**src/rnc_pkg.sv**
```systemverilog
// Package for the fixed-radius neighbour counter: sizes, payload structs,
// cell control struct and controller state type.
// Depends on nothing; every other file of the block refers to it by scoped names.
package rnc_pkg;

  // Number of point cells in the chain (2 to 64).
  localparam int unsigned MAX_POINTS = 64;
  // Index of one cell.
  localparam int unsigned IDX_W = (MAX_POINTS > 1) ? $clog2(MAX_POINTS) : 1;
  // Fill level, able to hold MAX_POINTS itself.
  localparam int unsigned CNT_W = $clog2(MAX_POINTS + 1);

  localparam int unsigned COORD_W  = 16;
  localparam int unsigned COUNT_W  = 6;
  localparam int unsigned RADIUS_W = 32;
  localparam int unsigned SQ_W     = 2 * COORD_W;

  localparam logic [COUNT_W-1:0]  COUNT_MAX    = 6'd63;
  localparam logic [RADIUS_W-1:0] RADIUS_RESET = 32'd25600;

  // Input item.
  typedef struct packed {
    logic [COORD_W-1:0] point_x;
    logic [COORD_W-1:0] point_y;
    logic               last_point;
  } in_t;

  // Result item.
  typedef struct packed {
    logic [COUNT_W-1:0] neighbor_count;
    logic               last_count;
  } out_t;

  // A stored point.
  typedef struct packed {
    logic [COORD_W-1:0] x;
    logic [COORD_W-1:0] y;
  } point_t;

  // The copy of a point that travels round the ring of cells.
  typedef struct packed {
    logic   valid;
    point_t point;
  } travel_t;

  // Controls common to every cell.
  typedef struct packed {
    logic setup;   // load travelling copies, clear counts
    logic rotate;  // compare and pass the travelling copy on
    logic shift;   // move counts one cell towards the output
    logic clear;   // empty the set
  } cell_ctrl_t;

  typedef enum logic [2:0] {
    ST_LOAD,
    ST_SETUP,
    ST_ROTATE,
    ST_DRAIN,
    ST_OUT
  } state_e;

endpackage

```
**src/rnc_ctrl.sv**
```systemverilog
// Sequencer of the neighbour counter: loading, rotation of the cell ring and
// delivery of the counts.
// Depends on rnc_pkg.
module rnc_ctrl (
  input  logic                        clk_i,
  input  logic                        rst_ni,
  input  logic                        in_valid_i,
  input  logic                        in_last_i,
  output logic                        in_ready_o,
  output logic                        out_valid_o,
  input  logic                        out_ready_i,
  output logic                        out_last_o,
  output logic                        wr_en_o,
  output logic [rnc_pkg::IDX_W-1:0]   wr_idx_o,
  output rnc_pkg::cell_ctrl_t         cell_ctrl_o
);

  rnc_pkg::state_e               state_q, state_d;
  logic [rnc_pkg::CNT_W-1:0]     loaded_q, loaded_d;
  logic [rnc_pkg::IDX_W-1:0]     rot_q, rot_d;
  logic [rnc_pkg::CNT_W-1:0]     oidx_q, oidx_d;
  logic                          in_xfer;
  logic                          out_xfer;
  logic                          has_room;
  logic                          rot_end;

  assign in_xfer  = in_valid_i && in_ready_o;
  assign out_xfer = out_valid_o && out_ready_i;
  assign has_room = loaded_q < rnc_pkg::CNT_W'(rnc_pkg::MAX_POINTS);
  assign rot_end  = rot_q == rnc_pkg::IDX_W'(rnc_pkg::MAX_POINTS - 1);

  // Next state.
  always_comb begin
    state_d = state_q;
    unique case (state_q)
      rnc_pkg::ST_LOAD: begin
        if (in_xfer && in_last_i) begin
          state_d = rnc_pkg::ST_SETUP;
        end
      end
      rnc_pkg::ST_SETUP:  state_d = rnc_pkg::ST_ROTATE;
      rnc_pkg::ST_ROTATE: begin
        if (rot_end) begin
          state_d = rnc_pkg::ST_DRAIN;
        end
      end
      rnc_pkg::ST_DRAIN:  state_d = rnc_pkg::ST_OUT;
      rnc_pkg::ST_OUT: begin
        if (out_xfer && out_last_o) begin
          state_d = rnc_pkg::ST_LOAD;
        end
      end
      default: state_d = rnc_pkg::ST_LOAD;
    endcase
  end

  // Outputs decoded from the state.
  always_comb begin
    in_ready_o         = state_q == rnc_pkg::ST_LOAD;
    out_valid_o        = state_q == rnc_pkg::ST_OUT;
    out_last_o         = (oidx_q + 1'b1) == loaded_q;
    wr_en_o            = in_xfer && has_room;
    wr_idx_o           = loaded_q[rnc_pkg::IDX_W-1:0];
    cell_ctrl_o.setup  = state_q == rnc_pkg::ST_SETUP;
    cell_ctrl_o.rotate = state_q == rnc_pkg::ST_ROTATE;
    cell_ctrl_o.shift  = out_xfer;
    cell_ctrl_o.clear  = out_xfer && out_last_o;
  end

  // Fill level, rotation step and output index.
  always_comb begin
    loaded_d = loaded_q;
    rot_d    = rot_q;
    oidx_d   = oidx_q;
    if (wr_en_o) begin
      loaded_d = loaded_q + 1'b1;
    end
    if (state_q == rnc_pkg::ST_SETUP) begin
      rot_d  = '0;
      oidx_d = '0;
    end else if (state_q == rnc_pkg::ST_ROTATE) begin
      rot_d = rot_q + 1'b1;
    end
    if (out_xfer) begin
      oidx_d = oidx_q + 1'b1;
      if (out_last_o) begin
        loaded_d = '0;
      end
    end
  end

  always_ff @(posedge clk_i or negedge rst_ni) begin
    if (!rst_ni) begin
      state_q  <= rnc_pkg::ST_LOAD;
      loaded_q <= '0;
      rot_q    <= '0;
      oidx_q   <= '0;
    end else begin
      state_q  <= state_d;
      loaded_q <= loaded_d;
      rot_q    <= rot_d;
      oidx_q   <= oidx_d;
    end
  end

  // Checks on the sequencing.
  a_no_overlap: assert property (@(posedge clk_i) disable iff (!rst_ni)
    !(in_ready_o && out_valid_o))
    else $error("input and output open at once");

  a_fill_bound: assert property (@(posedge clk_i) disable iff (!rst_ni)
    loaded_q <= rnc_pkg::CNT_W'(rnc_pkg::MAX_POINTS))
    else $error("fill level beyond the chain length");

  a_empty_after: assert property (@(posedge clk_i) disable iff (!rst_ni)
    (out_xfer && out_last_o) |=> (loaded_q == '0 && in_ready_o))
    else $error("set not emptied after the final count");

  a_rot_start: assert property (@(posedge clk_i) disable iff (!rst_ni)
    (state_q == rnc_pkg::ST_SETUP) |=> (state_q == rnc_pkg::ST_ROTATE && rot_q == '0))
    else $error("rotation did not start at step zero");

  a_out_nonempty: assert property (@(posedge clk_i) disable iff (!rst_ni)
    out_valid_o |-> (loaded_q != '0 && oidx_q < loaded_q))
    else $error("count delivered from an empty set");

endmodule

```
**config.mk**
```make
export PLATFORM = sky130hd
export DESIGN_NAME = rnc_ctrl
export DESIGN_NICKNAME = d
export VERILOG_FILES = /design/src/rnc_pkg.sv /design/src/rnc_ctrl.sv
export SDC_FILE = /design/constraint.sdc
export NUM_CORES = 1
export LEC_CHECK = 0
export ABC_AREA = 1
export BUFFER_PORTS_ARGS = -buffer_cell sky130_fd_sc_hd__buf_2
export CORE_MARGIN = 1
export CORE_UTILIZATION = 40
export DETAILED_ROUTE_END_ITERATION = 8
export GPL_ROUTABILITY_DRIVEN = 0
export PLACE_DENSITY = 0.71
export SYNTH_ARGS = -nofsm -noshare
export SYNTH_HDL_FRONTEND = slang
export SYNTH_SLANG_ARGS = --single-unit
```
**constraint.sdc**
```tcl
create_clock -name clk_i -period 1.7 [get_ports clk_i]
set_input_delay 0.34 -clock clk_i [delete_from_list [all_inputs] [get_ports clk_i]]
set_output_delay 0.34 -clock clk_i [all_outputs]
set_load 0.02 [all_outputs]
```
==> metrics.md <==
| Metric | Value |
|---|---|
| Dpl cells | `257` |
| Initial antenna violation count | `0` |
| Drt drc | `0` |
| Starting Density | `0.420` |
| Share of layout cells above drive strength 1 | `0.403` |
| I/O Pins | `19` |
| Outcome | `finished with violations` |
| Clk slew on worst S/H paths | `140 ps` |
| Total gr overflow | `0` |
| Hold_sp | `out_ready_i` |
| Final Cycle Share | `1.29` |
| Peak VDD IR | `0.000491 V` |
| Die Span Y | `61.2 um` |
| Pin count of the biggest net entering global routing | `24` |
| Crit path DAT | `1850 ps` |
| Die area | `3740 um2` |
| Final min period | `2190 ps` |
| Worst hold path depth | `4` |
| Clock Path Buffers | `2` |
| Clock Root Buffer | `clkbuf_4` |
| Internal power | `0.000949 W` |
| Fin. max-slew vios | `0` |
| First-pass GRT wire length | `5570 um` |
| Worst-Margin Slew | `506 ps` |
| RSZ-0062 raised after global routing | `yes` |
| # Max-Cap Violations | `0` |
| Num CTS Buffers | `3` |
| Vias in the first global route | `1269` |
| Static leakage | `1.01 nW` |
| Vias | `1352` |
| Seq pwr share | `0.444` |
| # setup viols final | `13` |
| Routed Antenna Nets | `0` |
| Ys Warns | `0` |
| Cell Rows | `21` |
| Worst-path fanout max | `6` |
| Clock skew | `6.37 ps` |
| Die Wd | `61.2 um` |
| WL per Instance | `12.7 um` |
| Worst Path Required | `1360 ps` |
| Most common cell after layout, fill and taps aside | `nand2_1` |
| Commonest cells after routing, fill and taps aside | `33 x nand2_1, 25 x inv_1, 25 x buf_4` |
| Hold endpoint | `oidx_q[0]$_DFFE_PN0P_` |
| Final net count | `235` |
| Port Buffer Count | `18` |
| Combinational Power Share | `0.371` |
| Worst reg-to-reg path cell count | `12` |
| Worst r2r src | `oidx_q[0]$_DFFE_PN0P_` |
| Final hold vios | `0` |
| Fin worst setup slack | `-493 ps` |
| Syn-to-layout area delta | `37.1%` |
| Hpwl dp | `2330 um` |
| R2r setup slk | `-100 ps` |
| Failing checks | `setup timing` |
| CTS H-Tree Depth | `1` |
| Setup TNS | `-1480 ps` |
| Area of the mapped netlist | `1400 um2` |
| Vias per Instance | `4.97` |
| Syn Nets | `189` |
| Mean cell area of the mapped netlist | `7.74 um2` |
| First-pass DRT Iterations | `4` |
| Nature of the critical path endpoint | `primary output` |
| Gr usage total | `0.207` |
| Net Switching | `0.000528 W` |
| P per Cell Area | `769 nW/um2` |
| Register bit total from synthesis | `23` |
| Worst Hold Class | `input port to register` |
| Max Clock Freq | `0.456 GHz` |
| Fillers | `305` |
| Netlist cell types | `27` |
| Clock network power share | `0.184` |
| Sequential area share after synthesis | `0.411` |
| # diodes | `0` |
| DR iter-0 viols | `51` |
| Worst slew margin | `0.662` |
| Post-Layout Cell Count | `272` |
| Reg-to-Reg End | `state_q[0]$_DFFE_PN0P_` |
| Clock sink total | `23` |
| CTS tree | `done` |
| Worst Setup Start Kind | `register` |
| Kind of critical path | `register to primary output` |
| Mapped Cells | `181` |
| Worst-skew pair later-pin latency | `330 ps` |
| CORE AREA | `3340 um2` |
| Net Sw Frac | `0.358` |
| WL final | `3450 um` |
critical path: stages, from the launching register on:
cell and delay, ps:
dfrtp_2 410, buf_4 150, nand3_2 110, o21ai_2 180, nand2_1 120, nand2_1 80
nand2_2 70, nor2_4 120, nand3_4 100, inv_4 70, buf_6 110
final cells by class:
type | instances | area, um2 | share of cell area
multi-input combinational | 116 | 742 | 0.386
sequential | 23 | 578 | 0.301
timing repair buffer | 48 | 377 | 0.196
inverter | 35 | 136 | 0.0710
tap | 46 | 57.6 | 0.0300
clock buffer | 3 | 22.5 | 0.0117
clock inverter | 1 | 7.51 | 0.00391
worst max-delay path by stage:
stage | from | to | slack [ps]
finish | oidx_q[0]$_DFFE_PN0P_ | cell_ctrl_o[0] | -490
detailed placement | oidx_q[1]$_DFFE_PN0P_ | cell_ctrl_o[0] | -130
global route | oidx_q[1]$_DFFE_PN0P_ | cell_ctrl_o[0] | -580
global placement | oidx_q[0]$_DFFE_PN0P_ | cell_ctrl_o[0] | -110
CTS | oidx_q[1]$_DFFE_PN0P_ | out_last_o | -450
floorplan | oidx_q[0]$_DFFE_PN0P_ | cell_ctrl_o[0] | -5
sequential cells by signal (all words and copies together) (netlist names):
signal    flops
loaded_q      7
oidx_q        7
rot_q         6
state_q       3
power groups by stage:
stage | logic (W) | registers [W] | clock network (W)
2_1_floorplan | 0.000258 | 0.000658 | 0
5_1_grt | 0.000615 | 0.000667 | 0.000295
4_1_cts | 0.000518 | 0.000656 | 0.000275
3_5_place_dp | 0.000445 | 0.000661 | 0
6_report | 0.000549 | 0.000656 | 0.000272
3_3_place_gp | 0.000440 | 0.000657 | 0
cells by family (layout without fill, tap and decap cells):
group	Yosys count	after routing	share of synthesized area
and+or+nand+nor	87	87	0.316
xor gates and xnor gates	5	5	0.0313
buffers and inverters	42	87	0.131
AOI/OAI and AO/OA	21	21	0.0839
adders and majority gates	3	3	0.0268
DFF	23	23	0.411
cells in the mapped netlist:
master     n  share of area
xor2_1     3          0.019
a22oi_1    1         0.0054
nand2_2    5          0.022
o21ai_1    1         0.0036
o211ai_1   1         0.0054
nand4_1    4          0.018
dfrtp_1   23           0.41
or2_2      2         0.0089
nor2_4     2          0.016
nand2_1   37          0.099
nor2_2     3          0.013
o21ai_0   10          0.036
xnor2_1    2          0.013
nor3_1     1         0.0036
ha_1       3          0.027
buf_4      7          0.037
nor4_1     1         0.0045
nand3b_1   1         0.0054
o22ai_1    4          0.018
nor2_1     5          0.013
nor3_4     1          0.012
nand3_1   23          0.082
a21o_1     1         0.0054
nor3b_1    1         0.0054
inv_1     35          0.094
a21oi_1    3          0.011
nand3_4    1          0.013
metrics by stage:
step           total power (W)  worst slack (ps)  area [um2]  utilization  hold slack (ps)
2_1_floorplan         0.000916             -5.21        1420            -             44.4
3_3_place_gp           0.00110              -113        1660        0.496              344
3_5_place_dp           0.00111              -132        1660        0.496              343
4_1_cts                0.00145              -452        1820        0.546              455
5_1_grt                0.00158              -577        1920        0.576              457
6_report               0.00148              -493        1920        0.576              431
what timing repair did:
item                                    CTS  global route
gates resized for setup                  24            27
endpoints found under the hold margin    23             0
endpoints found under the setup margin   14            16
pin swaps                                 9            13
buffers inserted                          6             5
hold buffers                              1             0
metal layers:
layer  routed length, um  GRT usage
met5                   0          0
met4                  87     0.0974
met3                 149     0.0420
met2                1890      0.388
met1                1330      0.222
Note: power is estimated with default switching activity, not from simulation.
