<file path="src/rnc_pkg.sv">
// Package for the fixed-radius neighbour counter: sizes, payload structs,
// cell control struct and controller state type.
// Depends on nothing; every other file of the block refers to it by scoped names.
package rnc_pkg;

  // Number of point cells in the chain (2 to 64).
  localparam int unsigned MAX_POINTS = 64;
  // Index of one cell.
  localparam int unsigned IDX_W = (MAX_POINTS > 1) ? $clog2(MAX_POINTS) : 1;
  // Fill level, able to hold MAX_POINTS itself.
  localparam int unsigned CNT_W = $clog2(MAX_POINTS + 1);

  localparam int unsigned COORD_W  = 16;
  localparam int unsigned COUNT_W  = 6;
  localparam int unsigned RADIUS_W = 32;
  localparam int unsigned SQ_W     = 2 * COORD_W;

  localparam logic [COUNT_W-1:0]  COUNT_MAX    = 6'd63;
  localparam logic [RADIUS_W-1:0] RADIUS_RESET = 32'd25600;

  // Input item.
  typedef struct packed {
    logic [COORD_W-1:0] point_x;
    logic [COORD_W-1:0] point_y;
    logic               last_point;
  } in_t;

  // Result item.
  typedef struct packed {
    logic [COUNT_W-1:0] neighbor_count;
    logic               last_count;
  } out_t;

  // A stored point.
  typedef struct packed {
    logic [COORD_W-1:0] x;
    logic [COORD_W-1:0] y;
  } point_t;

  // The copy of a point that travels round the ring of cells.
  typedef struct packed {
    logic   valid;
    point_t point;
  } travel_t;

  // Controls common to every cell.
  typedef struct packed {
    logic setup;   // load travelling copies, clear counts
    logic rotate;  // compare and pass the travelling copy on
    logic shift;   // move counts one cell towards the output
    logic clear;   // empty the set
  } cell_ctrl_t;

  typedef enum logic [2:0] {
    ST_LOAD,
    ST_SETUP,
    ST_ROTATE,
    ST_DRAIN,
    ST_OUT
  } state_e;

endpackage

</file>
<file path="src/rnc_cell.sv">
// One cell of the neighbour counter chain: holds one point, compares it with
// the travelling copy each rotation step and accumulates its own count.
// Depends on rnc_pkg.
module rnc_cell (
  input  logic                          clk_i,
  input  logic                          rst_ni,
  input  rnc_pkg::cell_ctrl_t           ctrl_i,
  input  logic                          wr_en_i,
  input  rnc_pkg::point_t               wr_point_i,
  input  logic [rnc_pkg::RADIUS_W-1:0]  radius_i,
  input  rnc_pkg::travel_t              travel_i,
  output rnc_pkg::travel_t              travel_o,
  input  logic [rnc_pkg::COUNT_W-1:0]   count_i,
  output logic [rnc_pkg::COUNT_W-1:0]   count_o
);

  logic                          own_v_q;
  rnc_pkg::point_t               own_q;
  rnc_pkg::travel_t              travel_q;
  logic [rnc_pkg::COORD_W-1:0]   dx;
  logic [rnc_pkg::COORD_W-1:0]   dy;
  logic [rnc_pkg::SQ_W-1:0]      sqx_q;
  logic [rnc_pkg::SQ_W-1:0]      sqy_q;
  logic                          hit_q;
  logic [rnc_pkg::SQ_W:0]        dist_sq;
  logic                          near;
  logic [rnc_pkg::COUNT_W-1:0]   count_q;

  // Own point and its valid flag.
  always_ff @(posedge clk_i or negedge rst_ni) begin
    if (!rst_ni) begin
      own_v_q <= 1'b0;
    end else if (ctrl_i.clear) begin
      own_v_q <= 1'b0;
    end else if (wr_en_i) begin
      own_v_q <= 1'b1;
    end
  end

  always_ff @(posedge clk_i) begin
    if (wr_en_i) begin
      own_q <= wr_point_i;
    end
  end

  // Travelling copy: seeded from the own point, then passed round the ring.
  always_ff @(posedge clk_i or negedge rst_ni) begin
    if (!rst_ni) begin
      travel_q <= '0;
    end else if (ctrl_i.setup) begin
      travel_q <= {own_v_q, own_q};
    end else if (ctrl_i.rotate) begin
      travel_q <= travel_i;
    end
  end

  assign travel_o = travel_q;

  // First stage: absolute differences, squared and registered.
  always_comb begin
    dx = (own_q.x >= travel_q.point.x) ? (own_q.x - travel_q.point.x)
                                       : (travel_q.point.x - own_q.x);
    dy = (own_q.y >= travel_q.point.y) ? (own_q.y - travel_q.point.y)
                                       : (travel_q.point.y - own_q.y);
  end

  always_ff @(posedge clk_i) begin
    sqx_q <= dx * dx;
    sqy_q <= dy * dy;
  end

  always_ff @(posedge clk_i or negedge rst_ni) begin
    if (!rst_ni) begin
      hit_q <= 1'b0;
    end else begin
      hit_q <= ctrl_i.rotate && own_v_q && travel_q.valid;
    end
  end

  // Second stage: exact squared distance against the radius.
  always_comb begin
    dist_sq = {1'b0, sqx_q} + {1'b0, sqy_q};
    near = hit_q && (dist_sq != '0) &&
           (dist_sq < {{(rnc_pkg::SQ_W + 1 - rnc_pkg::RADIUS_W){1'b0}}, radius_i});
  end

  // Count: cleared at setup, incremented on a near point, shifted at output.
  always_ff @(posedge clk_i) begin
    if (ctrl_i.setup) begin
      count_q <= '0;
    end else if (ctrl_i.shift) begin
      count_q <= count_i;
    end else if (near && (count_q != rnc_pkg::COUNT_MAX)) begin
      count_q <= count_q + 1'b1;
    end
  end

  assign count_o = count_q;

endmodule

</file>
<file path="config.mk">
export PLATFORM = sky130hd
export DESIGN_NAME = rnc_cell
export DESIGN_NICKNAME = d
export VERILOG_FILES = /design/src/rnc_pkg.sv /design/src/rnc_cell.sv
export SDC_FILE = /design/constraint.sdc
export NUM_CORES = 1
export LEC_CHECK = 0
export BUFFER_PORTS_ARGS = -buffer_cell sky130_fd_sc_hd__buf_4
export CORE_UTILIZATION = 40
export CTS_CLUSTER_DIAMETER = 100
export CTS_CLUSTER_SIZE = 12
export DETAILED_ROUTE_END_ITERATION = 7
export PLACE_DENSITY = 0.66
export SYNTH_ARGS = -nofsm -noshare
export SYNTH_HDL_FRONTEND = slang
export SYNTH_SLANG_ARGS = --single-unit
</file>
<file path="constraint.sdc">
create_clock -name clk_i -period 25.7 [get_ports clk_i]
set_input_delay 1.285 -clock clk_i [delete_from_list [all_inputs] [get_ports clk_i]]
set_output_delay 1.285 -clock clk_i [all_outputs]
set_load 0.01 [all_outputs]
</file>
==> run metrics, run 1 <==
status=complete, but fails checks; failing checks=design-rule violations; Slew @ Worst Pin=1010 ps; max cap viols=0; commonest cells in the netlist=582 x inv_1, 329 x fa_1, 326 x ha_1; Crit. End Element=flop; endpoints failing setup=0; setup bufs post-CTS=0; unrepaired setup endpoints after global routing=false; max frequency=between 90 and 100 MHz; post-synthesis sequential area ratio=0.133; Critical Path Fanout Max=27; Multi-input gate area=between 0.015 and 0.02 mm2; Resize count post-CTS=0; mapped cell area=~0.024 mm2; Yosys top cell area share=0.273; Largest stage delay, worst path=730 ps; core area=around 0.059 mm2; post-synth cell types=~100; drt first pass iters=8; area leader, netlist=fa_1; Synth Instances=about 2700; Critical Path Most Common Cell=inv_1; Detail Route Antenna Nets=0; drt initial violations=between 1000 and 1500; clock transition at the registers of the reported paths=around 70 ps; most numerous cell in the Yosys netlist=inv_1; Routed WL per cell=15.9 um; Ant. Diodes=0; syn_nets=between 3000 and 4000; I/O Buffers=148; Synth Area in Compound Gates=0.131; Simple-Gate Fraction of Synth Area=0.116; first-pass GRT wire length=95400 um; Crit path required time=26030 ps; met3 WL=between 4000 and 5000 um; Fin. Hold Viols=0; # DRC=7; setup TNS=0 ps; Hold Path Class=flop to flop; gr ovfl total=0; Die W=about 250 um; number of global-route vias before repair=between 15000 and 20000; total number of vias=18600; Layout area overhead=10.3%; HPWL Detailed=just under 50000 um; io pins=about 150; Seq cells post-synth=between 100 and 150; slowest CP cell=ha_1; Skew-Pair Late Insertion Delay=approximately 450 ps; CTS tree=yes; pin count of the biggest net entering global routing=between 70 and 80; Slew Limit Fails=0; H-Tree Depth=4; Post-synth EDFFs=32; slew margin rel.=0.326; layout cells sized above 1=0.0959; routed wl met2=26200 um; largest family of logic cells by synthesized area=adder cells; Max clock buf depth=2; crit start category=flop; Arr. time, crit path=between 10000 and 15000 ps; max layer used=met4; # fillers=slightly below 6000; CTS Root Cell=clkbuf_16; XOR/XNOR Fraction of Synth Area=0.0492; area occupied by registers=0.00320 mm2; vias per cell=5.11; top post-synthesis cells by area=fa_1 27%, ha_1 17%, inv_1 9.1%, dfxtp_1 5.6%, edfxtp_1 4.0%; cts bufs inserted=17; asr flop ratio synth=0.259; fraction of synthesized area in multiplexers=0.0219; layout net count=around 3600; clock skew=roughly 18 ps; fraction of the mapped netlist area in adder cells=0.442; Tot GR Track Use=0.196; final WL=roughly 58000 um; Mean Syn Cell Area=about 9 um2; Syn. warnings=0; die height=between 200 and 250 um; Cell Rows=between 80 and 90; metal1 wirelength=26200 um; ys flop type=dfxtp_1; Tcrit/Tclk final=0.402; crit path kind=flop to flop; die area=0.0613 mm2; Placer Congestion=about 0.9; antenna violations before repair=0; clock period minus final worst setup slack=~10000 ps; CTS Hold Bufs=0; Initial Util=0.407; CTS Sinks=roughly 140
-- final timing paths --
| check | startpoint | to | slack, ps | depth (start not counted) |
|---|---|---|---|---|
| worst max-delay path | travel_o[0] | sqy_q[31] | 15360 | 33 |
| worst max register to register | travel_o[0] | sqy_q[31] | 15360 | 33 |
| min in group asynchronous | rst_ni | travel_o[9] | 810 | 1 |
| worst min register to register | own_q[0] | travel_o[0] | 510 | 2 |
| worst min-delay path | own_q[0] | travel_o[0] | 510 | 2 |
| max in group asynchronous | rst_ni | travel_o[26] | 24520 | 1 |
-- layer usage --
metal / vias up / track usage
met5: - / 0
met4: 0 / 0.0478
met3: 69 / 0.0363
met2: 558 / 0.316
met1: 8931 / 0.270
li1: 8997 / -
-- layout make-up --
class                           instances  share of cell area
Clock buffer                           21              0.0173
Clock inverter                         11             0.00517
Inverter                              601              0.0848
Multi-Input combinational cell       1925               0.690
Sequential cell                       135               0.120
Tap cell                              773              0.0363
Timing Repair Buffer                  164              0.0463
-- kinds of logic (layout without fill, tap and decap cells) --
| logic type | Yosys count | after routing |
|---|---|---|
| adders and majority gates | 655 | 655 |
| DFF | 135 | 135 |
| AOI/OAI and AO/OA | 466 | 466 |
| muxes | 51 | 51 |
| and+or+nand+nor | 629 | 629 |
| xor gates and xnor gates | 124 | 124 |
| buffers and inverters | 672 | 797 |
-- layout by cell type (no fill, tap or decap), types with 16 or more instances in the layout --
cell,netlist,final
fa_1,329,329
mux2i_1,44,44
o21a_1,20,20
a21o_1,70,70
edfxtp_1,32,32
nor2_1,215,215
buf_4,3,164
nand2_1,237,237
nor2b_1,21,21
inv_1,582,582
nand2b_1,17,17
a21oi_1,125,125
dfrtp_1,35,35
xor2_1,44,44
clkbuf_16,0,17
dfxtp_1,68,68
nor3_1,31,31
nand3_1,27,27
ha_1,326,326
o21ai_0,92,92
inv_2,16,16
xnor2_1,68,67
-- sequential cells by signal (all words and copies together), names as in the netlist --
register and cells:
hit_q 1, own_q 32, travel_o 33, sqy_q 31
count_o 6, sqx_q 31, own_v_q 1
-- worst max-delay path, delay by kind of cell (launching register included) --
| family | cells | cell delay (ps) |
|---|---|---|
| buffers and inverters | 7 | 750 |
| adder cells (fa/ha/maj) | 8 | 4050 |
| AO/OA/AOI/OAI | 11 | 3290 |
| flip-flops | 1 | 400 |
| multiplexers | 1 | 290 |
| XOR/XNOR | 2 | 750 |
| AND/OR/NAND/NOR | 4 | 680 |
-- per-stage QoR --
stage	std cells	setup WS, ps	util	hold WS, ps	cell area (um2)
detailed placement	3598	15460	0.438	498	26000
global route	3630	14760	0.448	550	26600
global placement	3598	15690	0.438	492	26000
finish	3630	15360	0.448	505	26600
CTS	3630	15400	0.448	511	26600
floorplan	2732	16980	-	456	24100
Power of run 1 is left out: the tool's default activity adds up to more than one toggle a clock period on the data nets, which glitch-free logic cannot reach.
==> run 2: changes to the inputs <==
==> constraint.sdc (replaced) <==
create_clock -name clk_i -period 10.6 [get_ports clk_i]
set_input_delay 0.53 -clock clk_i [delete_from_list [all_inputs] [get_ports clk_i]]
set_output_delay 0.53 -clock clk_i [all_outputs]
set_load 0.01 [all_outputs]
==> run 2 against run 1 <==
Net effect:
- the flow still finishes with violations (design-rule violations)
- final area up 0.60%
- first-iteration DRC count down 8.4%
- die area unchanged
- hold slack lost 470 ps
- register-to-register slack worse by 15000 ps
- via count shrank 0.25%
- critical path depth is 7 higher
- global-route usage increased by 0.28 points
- largest cell class unchanged
==> run metrics, run 2 (same netlist as run 1, synthesis figures left out) <==
status=complete, but fails checks (unchanged); failing checks=design-rule violations (unchanged); layout net count=3634 (was 3609); Cell Rows=89 (unchanged); Critical Path Fanout Max=15 (was 27); Crit path required time=10930 ps (was 26030 ps); cts bufs inserted=17 (unchanged); # DRC=7 (unchanged); layout cells sized above 1=0.104 (was 0.0959); die area=0.0613 mm2 (unchanged); Ant. Diodes=0 (unchanged); antenna violations before repair=0 (unchanged); io pins=149 (unchanged); Initial Util=0.407 (unchanged); vias per cell=5.06 (was 5.11); Tot GR Track Use=0.199 (was 0.196); core area=0.0594 mm2 (unchanged); Fin. Hold Viols=0 (unchanged); Detail Route Antenna Nets=0 (unchanged); clock skew=15.2 ps (was 18.3 ps); Skew-Pair Late Insertion Delay=450 ps (about the same); unrepaired setup endpoints after global routing=false (unchanged); Slew Limit Fails=0 (unchanged); H-Tree Depth=4 (unchanged); crit start category=flop (unchanged); Die W=248 um (unchanged); most common cell after layout, fill and taps aside=inv_1 (unchanged); clock transition at the registers of the reported paths=70 ps (about the same); die height=248 um (unchanged); final WL=58500 um (was 57700 um); Placer Congestion=0.947 (was 0.916); max frequency=100 MHz (was 96.7 MHz); slowest CP cell=o41ai_1 (was ha_1); clock period minus final worst setup slack=9990 ps (was 10340 ps); max reg flops=33 (unchanged); Max clock buf depth=2 (unchanged); HPWL Detailed=49300 um (was 48200 um); Largest stage delay, worst path=660 ps (was 730 ps); drt first pass iters=8 (unchanged); CTS Hold Bufs=0 (unchanged); # fillers=5734 (was 5878); slew margin rel.=0.466 (was 0.326); total number of vias=18500 (was 18600); max cap viols=0 (unchanged); CTS Root Cell=clkbuf_16 (unchanged); pin count of the biggest net entering global routing=73 (unchanged); I/O Buffers=148 (unchanged); setup bufs post-CTS=0 (unchanged); drt initial violations=1152 (was 1258); number of global-route vias before repair=19100 (was 19000); setup TNS=0 ps (unchanged); crit path kind=flop to flop (unchanged); commonest cells after routing, fill and taps aside=582 x inv_1, 329 x fa_1, 326 x ha_1, 237 x nand2_1, 215 x nor2_1 (unchanged); Layout area overhead=10.9% (was 10.3%); CTS Sinks=135 (unchanged); first-pass GRT wire length=96400 um (was 95400 um); Tcrit/Tclk final=0.942 (was 0.402); Critical Path Most Common Cell=inv_1 (unchanged); Resize count post-CTS=0 (unchanged); gr ovfl total=0 (unchanged); Arr. time, crit path=10320 ps (was 10670 ps); CTS tree=yes (unchanged); Hold Path Class=input port to asynchronous set/reset pin (was flop to flop); Slew @ Worst Pin=801 ps (was 1010 ps); Routed WL per cell=16.0 um (was 15.9 um); endpoints failing setup=0 (unchanged); Crit. End Element=flop (unchanged)
## run 2: final timing paths
check | end | slack [ps] | cells past startpoint | start
min in group clk_i | own_v_q | 230 | 2 | ctrl_i[0]
min | travel_o[9] | 30 | 1 | rst_ni
min reg2reg | travel_o[19] | 520 | 2 | own_q[19]
max reg2reg | sqy_q[31] | 610 | 40 | own_q[0]
max | sqy_q[31] | 610 | 40 | own_q[0]
max in group asynchronous | travel_o[20] | 10200 | 1 | rst_ni
## run 2: layout make-up
class / instances / area (um2) / area share
multi-input combinational: 1925 / 18400 / 0.686
inverter: 601 / 2260 / 0.0843
tap: 773 / 967 / 0.0361
clock inverter: 14 / 149 / 0.00556
sequential: 135 / 3200 / 0.119
timing repair buffer: 189 / 1420 / 0.0530
clock buffer: 18 / 429 / 0.0160
## run 2: metrics by stage
step | worst slack (ps) | std cells | instance area, um2 | util | hold WS, ps
finish | 612 | 3655 | 26800 | 0.451 | 34.6
global route | 35.5 | 3655 | 26800 | 0.451 | 76.2
CTS | 728 | 3655 | 26800 | 0.451 | 44.3
detailed placement | 775 | 3623 | 26200 | 0.441 | 498
global placement | 918 | 3623 | 26200 | 0.441 | 488
floorplan | 1880 | 2732 | 24100 | - | 234
## run 2: routing by layer
metal | share of wire | GRT usage
met5 | 0 | 0
met4 | 0.018 | 0.0521
met3 | 0.067 | 0.0369
met2 | 0.46 | 0.323
met1 | 0.46 | 0.271
## run 2: worst max-delay path: cells and delay by family, from the launching register on
family                     cells  cell delay (ps)
muxes                          1              140
AOI/OAI and AO/OA             15             3900
adders and majority gates      9             3770
and+or+nand+nor                2              230
xor gates and xnor gates       2              490
buffers and inverters         11              960
DFF                            1              410
Power of run 2 is left out for the same reason.
